`src/rtl/core/rfla_pkg.sv`:
```
package rfla_pkg;

   // Default number of registers handed out by the allocator.
   localparam int NUM_REGS_DEF = 64;

   // Fixed widths of the channel fields.
   localparam int CMD_W   = 2;
   localparam int FIELD_W = 7;

   typedef enum logic [CMD_W-1:0] {
      CMD_ALLOC = 2'd0,
      CMD_FREE  = 2'd1,
      CMD_CLEAR = 2'd2
   } cmd_type;

   typedef enum logic [2:0] {
      ST_SWEEP,
      ST_IDLE,
      ST_LOOKUP,
      ST_EMIT,
      ST_EMIT_SWEEP
   } state_type;

   // Commands from the controller to the datapath.
   typedef struct packed {
      logic sweep_step;
      logic sweep_init;
      logic accept_alloc;
      logic do_free;
      logic grant_none;
      logic load_head;
      logic load_out;
   } ctl_type;

   // Status from the datapath to the controller.
   typedef struct packed {
      logic head_valid;
      logic out_free;
      logic sweep_last;
   } status_type;

endpackage

```
`src/rtl/core/rfla_channels.sv`:
```
interface rfla_req_if;
   import rfla_pkg::*;

   logic                       valid;
   logic                       ready;
   logic [CMD_W-1:0]           command;
   logic signed [FIELD_W-1:0]  free_index;

   modport source (output valid, output command, output free_index, input ready);
   modport sink (input valid, input command, input free_index, output ready);
endinterface

interface rfla_rsp_if;
   import rfla_pkg::*;

   logic                       valid;
   logic                       ready;
   logic signed [FIELD_W-1:0]  granted_index;
   logic [FIELD_W-1:0]         registers_used;

   modport source (output valid, output granted_index, output registers_used, input ready);
   modport sink (input valid, input granted_index, input registers_used, output ready);
endinterface

```
`src/rtl/core/rfla_ram.sv`:
```
module rfla_ram #(
   parameter int WIDTH = 8,
   parameter int DEPTH = 64,
   localparam int ADDR_W = $clog2(DEPTH)
) (
   input  logic              clock,
   input  logic              wr_en,
   input  logic [ADDR_W-1:0] wr_addr,
   input  logic [WIDTH-1:0]  wr_data,
   input  logic [ADDR_W-1:0] rd_addr,
   output logic [WIDTH-1:0]  rd_data
);

   logic [WIDTH-1:0] mem_ff [DEPTH];
   logic [WIDTH-1:0] rd_data_ff;

   always_ff @(posedge clock) begin
      if (wr_en) begin
         mem_ff[wr_addr] <= wr_data;
      end
      rd_data_ff <= mem_ff[rd_addr];
   end

   assign rd_data = rd_data_ff;

endmodule

```
`src/rtl/core/rfla_datapath.sv`:
```
module rfla_datapath #(
   parameter int NUM_REGS = rfla_pkg::NUM_REGS_DEF
) (
   input  logic                               clock,
   input  logic                               reset,
   input  rfla_pkg::ctl_type                  ctl,
   output rfla_pkg::status_type               status,
   input  logic signed [rfla_pkg::FIELD_W-1:0] free_index,
   output logic signed [rfla_pkg::FIELD_W-1:0] granted_index,
   output logic [rfla_pkg::FIELD_W-1:0]       registers_used,
   output logic                               rsp_valid,
   input  logic                               rsp_ready
);
   import rfla_pkg::*;

   localparam int IDX_W  = $clog2(NUM_REGS);
   localparam int LINK_W = IDX_W + 1;
   localparam int CMP_W  = ((IDX_W > FIELD_W) ? IDX_W : FIELD_W) + 1;
   localparam logic [IDX_W-1:0]  LAST_IDX = IDX_W'(NUM_REGS - 1);
   localparam logic [LINK_W-1:0] END_LINK = LINK_W'(1) << IDX_W;

   logic              head_valid_ff, head_valid_in;
   logic [IDX_W-1:0]  head_ff, head_in;
   logic [IDX_W-1:0]  hw_ff, hw_in;
   logic              grant_valid_ff, grant_valid_in;
   logic [IDX_W-1:0]  grant_ff, grant_in;
   logic [IDX_W-1:0]  sweep_cnt_ff, sweep_cnt_in;
   logic              rsp_valid_ff, rsp_valid_in;
   logic [FIELD_W-1:0] granted_ff, granted_in;
   logic [FIELD_W-1:0] used_ff, used_in;

   logic              wr_en;
   logic [IDX_W-1:0]  wr_addr;
   logic [LINK_W-1:0] wr_data;
   logic [LINK_W-1:0] rd_data;

   logic [CMP_W-1:0]  idx_ext;
   logic [IDX_W-1:0]  free_idx;
   logic              free_in_range;

   // Each entry holds an end flag above the index of the next free register.
   rfla_ram #(
      .WIDTH (LINK_W),
      .DEPTH (NUM_REGS)
   ) u_link_ram (
      .clock   (clock),
      .wr_en   (wr_en),
      .wr_addr (wr_addr),
      .wr_data (wr_data),
      .rd_addr (head_ff),
      .rd_data (rd_data)
   );

   assign idx_ext       = CMP_W'(free_index[FIELD_W-2:0]);
   assign free_idx      = idx_ext[IDX_W-1:0];
   assign free_in_range = !free_index[FIELD_W-1] && (idx_ext < CMP_W'(NUM_REGS));

   always_comb begin
      head_valid_in  = head_valid_ff;
      head_in        = head_ff;
      hw_in          = hw_ff;
      grant_valid_in = grant_valid_ff;
      grant_in       = grant_ff;
      sweep_cnt_in   = sweep_cnt_ff;
      wr_en          = 1'b0;
      wr_addr        = sweep_cnt_ff;
      wr_data        = END_LINK;

      if (ctl.sweep_step) begin
         wr_en = 1'b1;
         if (sweep_cnt_ff == LAST_IDX) begin
            wr_data      = END_LINK;
            sweep_cnt_in = '0;
         end else begin
            wr_data      = {1'b0, sweep_cnt_ff + 1'b1};
            sweep_cnt_in = sweep_cnt_ff + 1'b1;
         end
      end

      if (ctl.sweep_init) begin
         head_valid_in = 1'b1;
         head_in       = '0;
         hw_in         = '0;
         sweep_cnt_in  = '0;
      end

      if (ctl.grant_none) begin
         grant_valid_in = 1'b0;
      end

      if (ctl.accept_alloc) begin
         grant_valid_in = head_valid_ff;
         grant_in       = head_ff;
         if (head_valid_ff && (head_ff > hw_ff)) begin
            hw_in = head_ff;
         end
      end

      // An empty list links the pushed entry to the end marker.
      if (ctl.do_free && free_in_range) begin
         wr_en         = 1'b1;
         wr_addr       = free_idx;
         wr_data       = {!head_valid_ff, head_ff};
         head_valid_in = 1'b1;
         head_in       = free_idx;
      end

      if (ctl.load_head) begin
         head_valid_in = !rd_data[IDX_W];
         head_in       = rd_data[IDX_W-1:0];
      end

      rsp_valid_in = rsp_valid_ff && !rsp_ready;
      granted_in   = granted_ff;
      used_in      = used_ff;
      if (ctl.load_out) begin
         rsp_valid_in = 1'b1;
         granted_in   = grant_valid_in ? FIELD_W'(grant_in) : {FIELD_W{1'b1}};
         used_in      = FIELD_W'({1'b0, hw_in} + LINK_W'(1));
      end
   end

   always_ff @(posedge clock) begin
      if (reset) begin
         head_valid_ff  <= 1'b1;
         head_ff        <= '0;
         hw_ff          <= '0;
         grant_valid_ff <= 1'b0;
         sweep_cnt_ff   <= '0;
         rsp_valid_ff   <= 1'b0;
      end else begin
         head_valid_ff  <= head_valid_in;
         head_ff        <= head_in;
         hw_ff          <= hw_in;
         grant_valid_ff <= grant_valid_in;
         sweep_cnt_ff   <= sweep_cnt_in;
         rsp_valid_ff   <= rsp_valid_in;
      end
      grant_ff   <= grant_in;
      granted_ff <= granted_in;
      used_ff    <= used_in;
   end

   assign status.head_valid = head_valid_ff;
   assign status.out_free   = !rsp_valid_ff || rsp_ready;
   assign status.sweep_last = (sweep_cnt_ff == LAST_IDX);

   assign rsp_valid      = rsp_valid_ff;
   assign granted_index  = granted_ff;
   assign registers_used = used_ff;

`ifndef SYNTHESIS
   a_clear_zeroes_mark: assert property (@(posedge clock) disable iff (reset)
      ctl.sweep_init |=> (hw_ff == '0))
      else $error("high-water mark not cleared by a clear command");

   a_mark_covers_grant: assert property (@(posedge clock) disable iff (reset)
      (ctl.accept_alloc && head_valid_ff) |=> (hw_ff >= $past(head_ff)))
      else $error("high-water mark below a granted index");

   a_grant_in_range: assert property (@(posedge clock) disable iff (reset)
      (ctl.accept_alloc && head_valid_ff) |=> (32'(grant_ff) < NUM_REGS))
      else $error("granted index out of range");
`endif

endmodule

```
`src/rtl/core/rfla_controller.sv`:
```
module rfla_controller (
   input  logic                 clock,
   input  logic                 reset,
   input  logic                 req_valid,
   input  rfla_pkg::cmd_type    req_command,
   output logic                 req_ready,
   input  rfla_pkg::status_type status,
   output rfla_pkg::ctl_type    ctl
);
   import rfla_pkg::*;

   state_type state_ff, state_in;

   always_ff @(posedge clock) begin
      if (reset) begin
         state_ff <= ST_SWEEP;
      end else begin
         state_ff <= state_in;
      end
   end

   always_comb begin
      state_in  = state_ff;
      ctl       = '0;
      req_ready = 1'b0;

      unique case (state_ff)
         ST_SWEEP: begin
            ctl.sweep_step = 1'b1;
            if (status.sweep_last) begin
               state_in = ST_IDLE;
            end
         end
         ST_IDLE: begin
            req_ready = 1'b1;
            if (req_valid) begin
               unique case (req_command)
                  CMD_ALLOC: begin
                     ctl.accept_alloc = 1'b1;
                     if (status.head_valid) begin
                        state_in = ST_LOOKUP;
                     end else if (status.out_free) begin
                        ctl.load_out = 1'b1;
                     end else begin
                        state_in = ST_EMIT;
                     end
                  end
                  CMD_FREE: begin
                     ctl.do_free    = 1'b1;
                     ctl.grant_none = 1'b1;
                     if (status.out_free) begin
                        ctl.load_out = 1'b1;
                     end else begin
                        state_in = ST_EMIT;
                     end
                  end
                  CMD_CLEAR: begin
                     ctl.sweep_init = 1'b1;
                     ctl.grant_none = 1'b1;
                     if (status.out_free) begin
                        ctl.load_out = 1'b1;
                        state_in     = ST_SWEEP;
                     end else begin
                        state_in = ST_EMIT_SWEEP;
                     end
                  end
                  default: begin
                     ctl.grant_none = 1'b1;
                     if (status.out_free) begin
                        ctl.load_out = 1'b1;
                     end else begin
                        state_in = ST_EMIT;
                     end
                  end
               endcase
            end
         end
         ST_LOOKUP: begin
            ctl.load_head = 1'b1;
            if (status.out_free) begin
               ctl.load_out = 1'b1;
               state_in     = ST_IDLE;
            end else begin
               state_in = ST_EMIT;
            end
         end
         ST_EMIT: begin
            if (status.out_free) begin
               ctl.load_out = 1'b1;
               state_in     = ST_IDLE;
            end
         end
         ST_EMIT_SWEEP: begin
            if (status.out_free) begin
               ctl.load_out = 1'b1;
               state_in     = ST_SWEEP;
            end
         end
      endcase
   end

`ifndef SYNTHESIS
   a_head_after_alloc: assert property (@(posedge clock) disable iff (reset)
      ctl.load_head |-> $past(ctl.accept_alloc))
      else $error("head reloaded without a preceding allocate");

   a_load_only_when_free: assert property (@(posedge clock) disable iff (reset)
      ctl.load_out |-> status.out_free)
      else $error("result loaded over one still waiting");

   a_sweep_after_reset: assert property (@(posedge clock)
      $fell(reset) |-> (state_ff == ST_SWEEP))
      else $error("link sweep not started after reset");
`endif

endmodule

```
`src/rtl/core/register_free_list_allocator.sv`:
```
// Channel   Dir  Handshake     Payload
// req_ch    in   valid/ready   command, free_index
// rsp_ch    out  valid/ready   granted_index, registers_used
//
// An allocate that finds a register first reads the link at the head from the link memory,
// then loads the new head and, once the output register is free, the result register.
// Free, unknown commands and an allocate on an empty list skip the read of the link memory.
// A clear, and reset, sweep the link memory one entry per cycle through every entry,
// during which no item is accepted.
// A stalled result stays in the output register; the next item is still accepted and
// its result waits in the block until the output register is free.
module register_free_list_allocator #(
   parameter int NUM_REGS = rfla_pkg::NUM_REGS_DEF
) (
   input  logic         clock,
   input  logic         reset,
   rfla_req_if.sink     req_ch,
   rfla_rsp_if.source   rsp_ch
);
   import rfla_pkg::*;

   ctl_type    ctl;
   status_type status;

   // The controller sequences each item; the datapath keeps the list head, the
   // high-water mark, the link memory and the output register.
   rfla_controller u_controller (
      .clock       (clock),
      .reset       (reset),
      .req_valid   (req_ch.valid),
      .req_command (cmd_type'(req_ch.command)),
      .req_ready   (req_ch.ready),
      .status      (status),
      .ctl         (ctl)
   );

   rfla_datapath #(
      .NUM_REGS (NUM_REGS)
   ) u_datapath (
      .clock          (clock),
      .reset          (reset),
      .ctl            (ctl),
      .status         (status),
      .free_index     (req_ch.free_index),
      .granted_index  (rsp_ch.granted_index),
      .registers_used (rsp_ch.registers_used),
      .rsp_valid      (rsp_ch.valid),
      .rsp_ready      (rsp_ch.ready)
   );

endmodule
```
`src/flat_wrapper.sv`:
```
// flat-port wrapper written by rule: the top's interface ports become plain ports
module register_free_list_allocator_flat import rfla_pkg::*;
#(
   parameter int NUM_REGS = rfla_pkg::NUM_REGS_DEF
)
  (clock, reset, req_ch_valid, req_ch_command, req_ch_free_index, req_ch_ready, rsp_ch_valid, rsp_ch_granted_index, rsp_ch_registers_used, rsp_ch_ready);
  rfla_req_if req_ch_i ();
  rfla_rsp_if rsp_ch_i ();
  input  logic clock;
  input  logic reset;
  input wire logic [$bits(req_ch_i.valid)-1:0] req_ch_valid;
  input wire logic [$bits(req_ch_i.command)-1:0] req_ch_command;
  input wire logic [$bits(req_ch_i.free_index)-1:0] req_ch_free_index;
  output wire logic [$bits(req_ch_i.ready)-1:0] req_ch_ready;
  output wire logic [$bits(rsp_ch_i.valid)-1:0] rsp_ch_valid;
  output wire logic [$bits(rsp_ch_i.granted_index)-1:0] rsp_ch_granted_index;
  output wire logic [$bits(rsp_ch_i.registers_used)-1:0] rsp_ch_registers_used;
  input wire logic [$bits(rsp_ch_i.ready)-1:0] rsp_ch_ready;
  assign req_ch_i.valid = req_ch_valid;
  assign req_ch_i.command = req_ch_command;
  assign req_ch_i.free_index = req_ch_free_index;
  assign req_ch_ready = req_ch_i.ready;
  assign rsp_ch_valid = rsp_ch_i.valid;
  assign rsp_ch_granted_index = rsp_ch_i.granted_index;
  assign rsp_ch_registers_used = rsp_ch_i.registers_used;
  assign rsp_ch_i.ready = rsp_ch_ready;
  register_free_list_allocator #(.NUM_REGS(NUM_REGS)) u_core (.clock(clock), .reset(reset), .req_ch(req_ch_i), .rsp_ch(rsp_ch_i));
endmodule
```
`config.mk`:
```
export PLATFORM = sky130hd
export DESIGN_NAME = register_free_list_allocator_flat
export DESIGN_NICKNAME = d
export VERILOG_FILES = /design/src/rtl/core/rfla_pkg.sv /design/src/rtl/core/rfla_channels.sv /design/src/rtl/core/rfla_ram.sv /design/src/rtl/core/rfla_datapath.sv /design/src/rtl/core/rfla_controller.sv /design/src/rtl/core/register_free_list_allocator.sv /design/src/flat_wrapper.sv
export SDC_FILE = /design/constraint.sdc
export NUM_CORES = 1
export LEC_CHECK = 0
export ABC_AREA = 1
export BUFFER_PORTS_ARGS = -buffer_cell sky130_fd_sc_hd__buf_2
export CAP_MARGIN = 10
export CORE_MARGIN = 10
export CORE_UTILIZATION = 42
export CTS_CLUSTER_DIAMETER = 150
export DETAILED_ROUTE_END_ITERATION = 7
export GPL_TIMING_DRIVEN = 0
export PLACE_DENSITY = 0.67
export RECOVER_POWER = 50
export SYNTH_ARGS = -nofsm -noshare
export SYNTH_HDL_FRONTEND = slang
export SYNTH_HIERARCHICAL = 1
export SYNTH_SLANG_ARGS = --single-unit
```
`constraint.sdc`:
```
create_clock -name clock -period 5.3 [get_ports clock]
set_input_delay 0.53 -clock clock [delete_from_list [all_inputs] [get_ports clock]]
set_output_delay 0.53 -clock clock [all_outputs]
set_load 0.01 [all_outputs]
```
Yosys cells after proc, flatten, opt, wreduce, memory -nomap -nowiden
Memory sizes are Yosys's and may differ from the RTL's. A register that Yosys moved wholly into a read port is not among the register bits.
Index checks and enable logic that the tools add are counted.
Widths: inputs -> output; s select.
Word-level totals
  bits in registers: 44
  bits of input ports: 13
  memory bits (writable): 448
  logic and storage cells: 90
  memories: 1
  output and inout port bits: 16
Memory list
  u_core.u_datapath.u_link_ram.mem_ff: depth 64, width 7, read ports 1, clocked after Yosys merged registers in 1, write ports 1, RTL line rfla_ram.sv:14  | logic [WIDTH-1:0] mem_ff [DEPTH];
Cells by class
  reduce and logical (&&, ||, !) cells: 16
  add/sub/neg operators: 2
  equal/unequal tests: 11
  magnitude comparators: 2
  muxes and demuxes: 47
Operator list (count)
  $mux 6: 9
  $mux 7: 4
  $mux 1: 21
  $mux 3: 7
  $pmux 3 s5: 1
  $mux 4: 2
  $add 6x1->7 const B: 1
  $lt 6x7->1 const B: 1
  $add 6x1->6 const B: 1
  $eq 3x2->1 const B: 2
  $eq 6x6->1 const B: 1
  $gt 6x6->1: 1
  $ne 2x1->1 const B: 3
  $pmux 3 s2: 1
  $logic_not 1->1: 5
  $logic_and 1x1->1: 4
  $reduce_and 4->1: 1
  $eq 3x1->1 const B: 1
  $eq 3x3->1 const B: 1
  $logic_not 3->1: 1
  $reduce_bool 3->1: 1
  $reduce_or 3->1: 1
  $eq 2x1->1 const B: 1
  $eq 2x2->1 const B: 1
  other kinds (6): 6

Longest topological paths before layout
  word-level depth: 8
  depth in mapped cells: 14
  depth with buffers taken out: 14

Cells and area by module
Netlist, hierarchy kept.
Modules (own cells, without submodules)
  rfla_ram: sequential area each 13593.0 sq um, instances 1, cells each 1590, area each 18545.3 sq um
  rfla_datapath: sequential area each 960.9 sq um, instances 1, cells each 263, area each 2064.5 sq um
  rfla_controller: sequential area each 60.1 sq um, instances 1, cells each 61, area each 317.8 sq um

Worst setup path after synthesis
OpenSTA, ideal clock, no wires.
  path type: reg-to-reg
  start: register u_core.u_controller.state_ff[0]
  end: memory u_core/u_datapath/u_link_ram/mem_ff[0][6] (netlist name), data pin
  cell stages (with the launch flop): 9
  period minus slack after synthesis: 4.605 ns
  data required time: 4.598 ns
  setup slack: 0.695 ns
  library setup time: 0.702 ns
  arrival time: 3.903 ns
  path through: dfxtp_1 inv_1 nor3_4 nand2_1 nor3_1 inv_1 nor2_1 inv_1 o21ai_0
RTL lines
  start: declaration: RTL line rfla_controller.sv:12  | state_type state_ff, state_in;
  start signal: assignment: RTL line rfla_controller.sv:18  | state_ff <= state_in;
  end: declaration: RTL line rfla_ram.sv:14

==> metrics <==
outcome complete, but fails checks; failing checks capacitance limit, slew limit; Worst slew margin -81.9%; number of synthesized flops with an enable pin roughly 460; global-route layer with the greatest usage met2; # DRC 0; top-count cell post-synth nand2_1; Worst Hold Class input port to flip-flop; CTS Sinks around 500; Avg Cell Area, Syn 10.9 sq um; XOR/XNOR Fraction of Synth Area less than 1%; Worst-path clk slew about 60 ps; Worst Clk Skew 22.7 ps; # IOs 29; Slowest-stage cell, CP o21ai_0; Max Cap Viol 6; Final setup viols 0; Final Power roughly 8.6 mW; CTS hold repair buffers 0; global-route wire length before repair 89,000 um; Post-Synth Simple-Gate Area 24.2%; CTS root buffer clkbuf_16; Synth Area in Adders 0.478%; die area 0.0592 sq mm; worst-path cell chain inv_1 > nor3_4 > nand2_1 > nor3_1 > inv_1 > nor2_1 > inv_1 > o21ai_0 > clkbuf_1 > buf_16; GPL Wtd Cong 0.887; vias in the first global route 14,500; WP data required approximately 5700 ps; met3 GRT Util 3.34%; Clock Tree Buf Depth 3; Row Count 81; Leak between 8 and 9 nW; Die H 243 um; Final Hold Fails 0; synthesis-to-layout area growth 14.4%; grt total ovfl 0; Compound-Gate Fraction of Synth Area 1.49%; f_max 195 MHz; Crit Path Category flip-flop to flip-flop; met1 global-route usage 26.2%; Starting Density 42.6%; Mapped Nets 1,935; Nets 2,034; drt total wl 60,500 um; Mapped Area about 0.021 sq mm; pin count of the biggest net entering global routing 44; synth warn 6; crit path time final 5130 ps; met2 usage between 30% and 40%; Final Cycle Share 96.8%; main combinational cell family by area after synthesis simple AND/OR/NAND/NOR gates; most frequent cells after synthesis nand2_1 (654), edfxtp_1 (462), nand3_1 (397), nor2_1 (82), inv_1 (61); mux cell area share after synthesis 0%; layout cells sized above 1 10.4%; final instance area 0.0239 sq mm; slowest stage delay, CP approximately 2000 ps; Worst Tran Pin Value 2700 ps; GR Util All Layers between 10% and 20%; worst-path fanout max 25; via/cell ratio about 5.5; postcts setup bufs 0; worst IR drop on VDD 0.000285 V; Critical Path AT between 5000 and 6000 ps; WL/cell ~22 um; drt pass-1 iters 5; post-synth top area cell edfxtp_1; Antenna Nets Post-Route 0; Post-DP Area approximately 0.022 sq mm; most used flip-flop cell after synthesis edfxtp_1; routed vias about 15,000; worst skew pair latency 600 ps; Max Slew Vio Count around 150; Filler cells 4,314; Cell variety after synth 36; endpoint type of the worst setup path flip-flop; PostCTS Resize Cnt 0; core area 0.0492 sq mm; post-synthesis async set-or-reset flop share 0%; crit start category flip-flop; CTS H-tree depth 2; CTS tree yes; Antenna Cells 0; initial detailed-routing violation count 1,865; Fin Setup TNS 0 ps; total CTS buffers 51; # port buffers 28; Die W 243 um; post-synth top area share around two thirds; Yosys reg bits 499; post-synthesis cell count ~1,900; Detail Placement HPWL 41,500 um; Seq/Total Area, Yosys 69.8%; power per cell area 359 mW/mm^2; antenna violations before repair 0; CP most frequent cell inv_1; dominant cells by area after synthesis edfxtp_1 (66%), nand2_1 (12%), nand3_1 (9.5%); RSZ-0062 raised after global routing true
==> worst paths after layout <==
| kind | startpoint | endpoint | slack, ps | cells past startpoint |
|---|---|---|---|---|
| max | u_core/u_controller/state_ff[0] | u_core/u_datapath/u_link_ram/mem_ff[44][6] | 170 | 10 |
| max reg2reg | u_core/u_controller/state_ff[0] | u_core/u_datapath/u_link_ram/mem_ff[44][6] | 170 | 10 |
| min reg2reg | u_core/u_datapath/sweep_cnt_ff[5] | u_core/u_datapath/sweep_cnt_ff[5] | 470 | 2 |
| min | reset | u_core/u_datapath/rsp_valid | 250 | 2 |
==> layer usage <==
layer | vias up | wire length (um)
met1 | 7263 | 24000
li1 | 6831 | -
met5 | - | 0
met2 | 783 | 28100
met4 | 0 | 2600
met3 | 144 | 5730
==> cell type report <==
class                           count  area, sq um  share of cell area (%)
Tap cell                          664          831                    3.47
Buffer                            104          559                    2.34
Clock buffer                       57         1300                    5.43
Inverter                           65          246                    1.03
Sequential cell                   499        14600                    61.0
Multi-Input combinational cell   1246         5600                    23.4
Timing Repair Buffer               46          272                    1.13
Clock inverter                     36          522                    2.18
==> power breakdown <==
| part | switching, mW | internal [mW] | leakage (nW) |
|---|---|---|---|
| clock | 1.53 | 2.36 | 0.876 |
| sequential | 0.0150 | 4.35 | 4.60 |
| combinational | 0.266 | 0.0736 | 3.28 |
| total | 1.81 | 6.79 | 8.76 |
==> cells in the final DEF (no fill, tap or decap), types with 3 or more instances in the layout <==
cell        synthesis  final
nand2_1           654    657
edfxtp_1          462    462
nand3_1           397    397
nor2_1             82     78
buf_2              49     63
inv_1              61     61
clkbuf_1           19     54
clkbuf_16           0     51
dfxtp_1            37     37
a21oi_1            23     24
o21ai_0            29     24
buf_4              20     21
bufinv_16           0     12
clkinv_2            0     11
buf_1              11      9
nand4_1             9      9
ha_1                8      8
clkinvlp_4          0      6
o21ai_4             0      6
nor2_2              2      6
nor4_2              0      6
or2_2               5      5
buf_6               5      5
clkinv_1            1      4
nor3_1              4      4
xor2_1              4      4
nand2_2             7      4
buf_16              0      3
==> sequential cells by signal, indices dropped and copies added (netlist names) <==
signal                                flops
u_core/u_datapath/grant_valid_ff          1
u_core/u_datapath/registers_used          7
u_core/u_datapath/u_link_ram/rd_data      7
u_core/u_datapath/head_ff                 6
u_core/u_datapath/hw_ff                   6
u_core/u_datapath/sweep_cnt_ff            6
u_core/u_datapath/rsp_valid               1
u_core/u_datapath/head_valid_ff           1
u_core/u_datapath/granted_index           7
u_core/u_datapath/grant_ff                6
u_core/u_controller/state_ff              3
u_core/u_datapath/u_link_ram/mem_ff     448
==> kinds of logic after synthesis <==
family / after synthesis
simple gates: 1176
flops: 499
buf+inv: 169
compound gates: 58
fa+ha+maj: 8
xor+xnor: 4
==> metrics by stage <==
| stage | hold slack (ps) | worst slack (ps) | util [%] | cells |
|---|---|---|---|---|
| global placement | 454 | -3510 | 44.6 | 2606 |
| floorplan | 437 | 695 | - | 1914 |
| finish | 250 | 172 | 48.7 | 2717 |
| detailed placement | 465 | 225 | 45.5 | 2624 |
| global route | 258 | -76.7 | 48.7 | 2717 |
| CTS | 229 | 238 | 49.2 | 2717 |
==> worst max-delay path: cells and delay by family (launching register included) <==
family                 cells  cell delay (ps)
flip-flops                 1              420
buffers and inverters      5             1660
AND/OR/NAND/NOR            4              820
AO/OA/AOI/OAI              1             2040
Power figures use the tool's default switching activity.
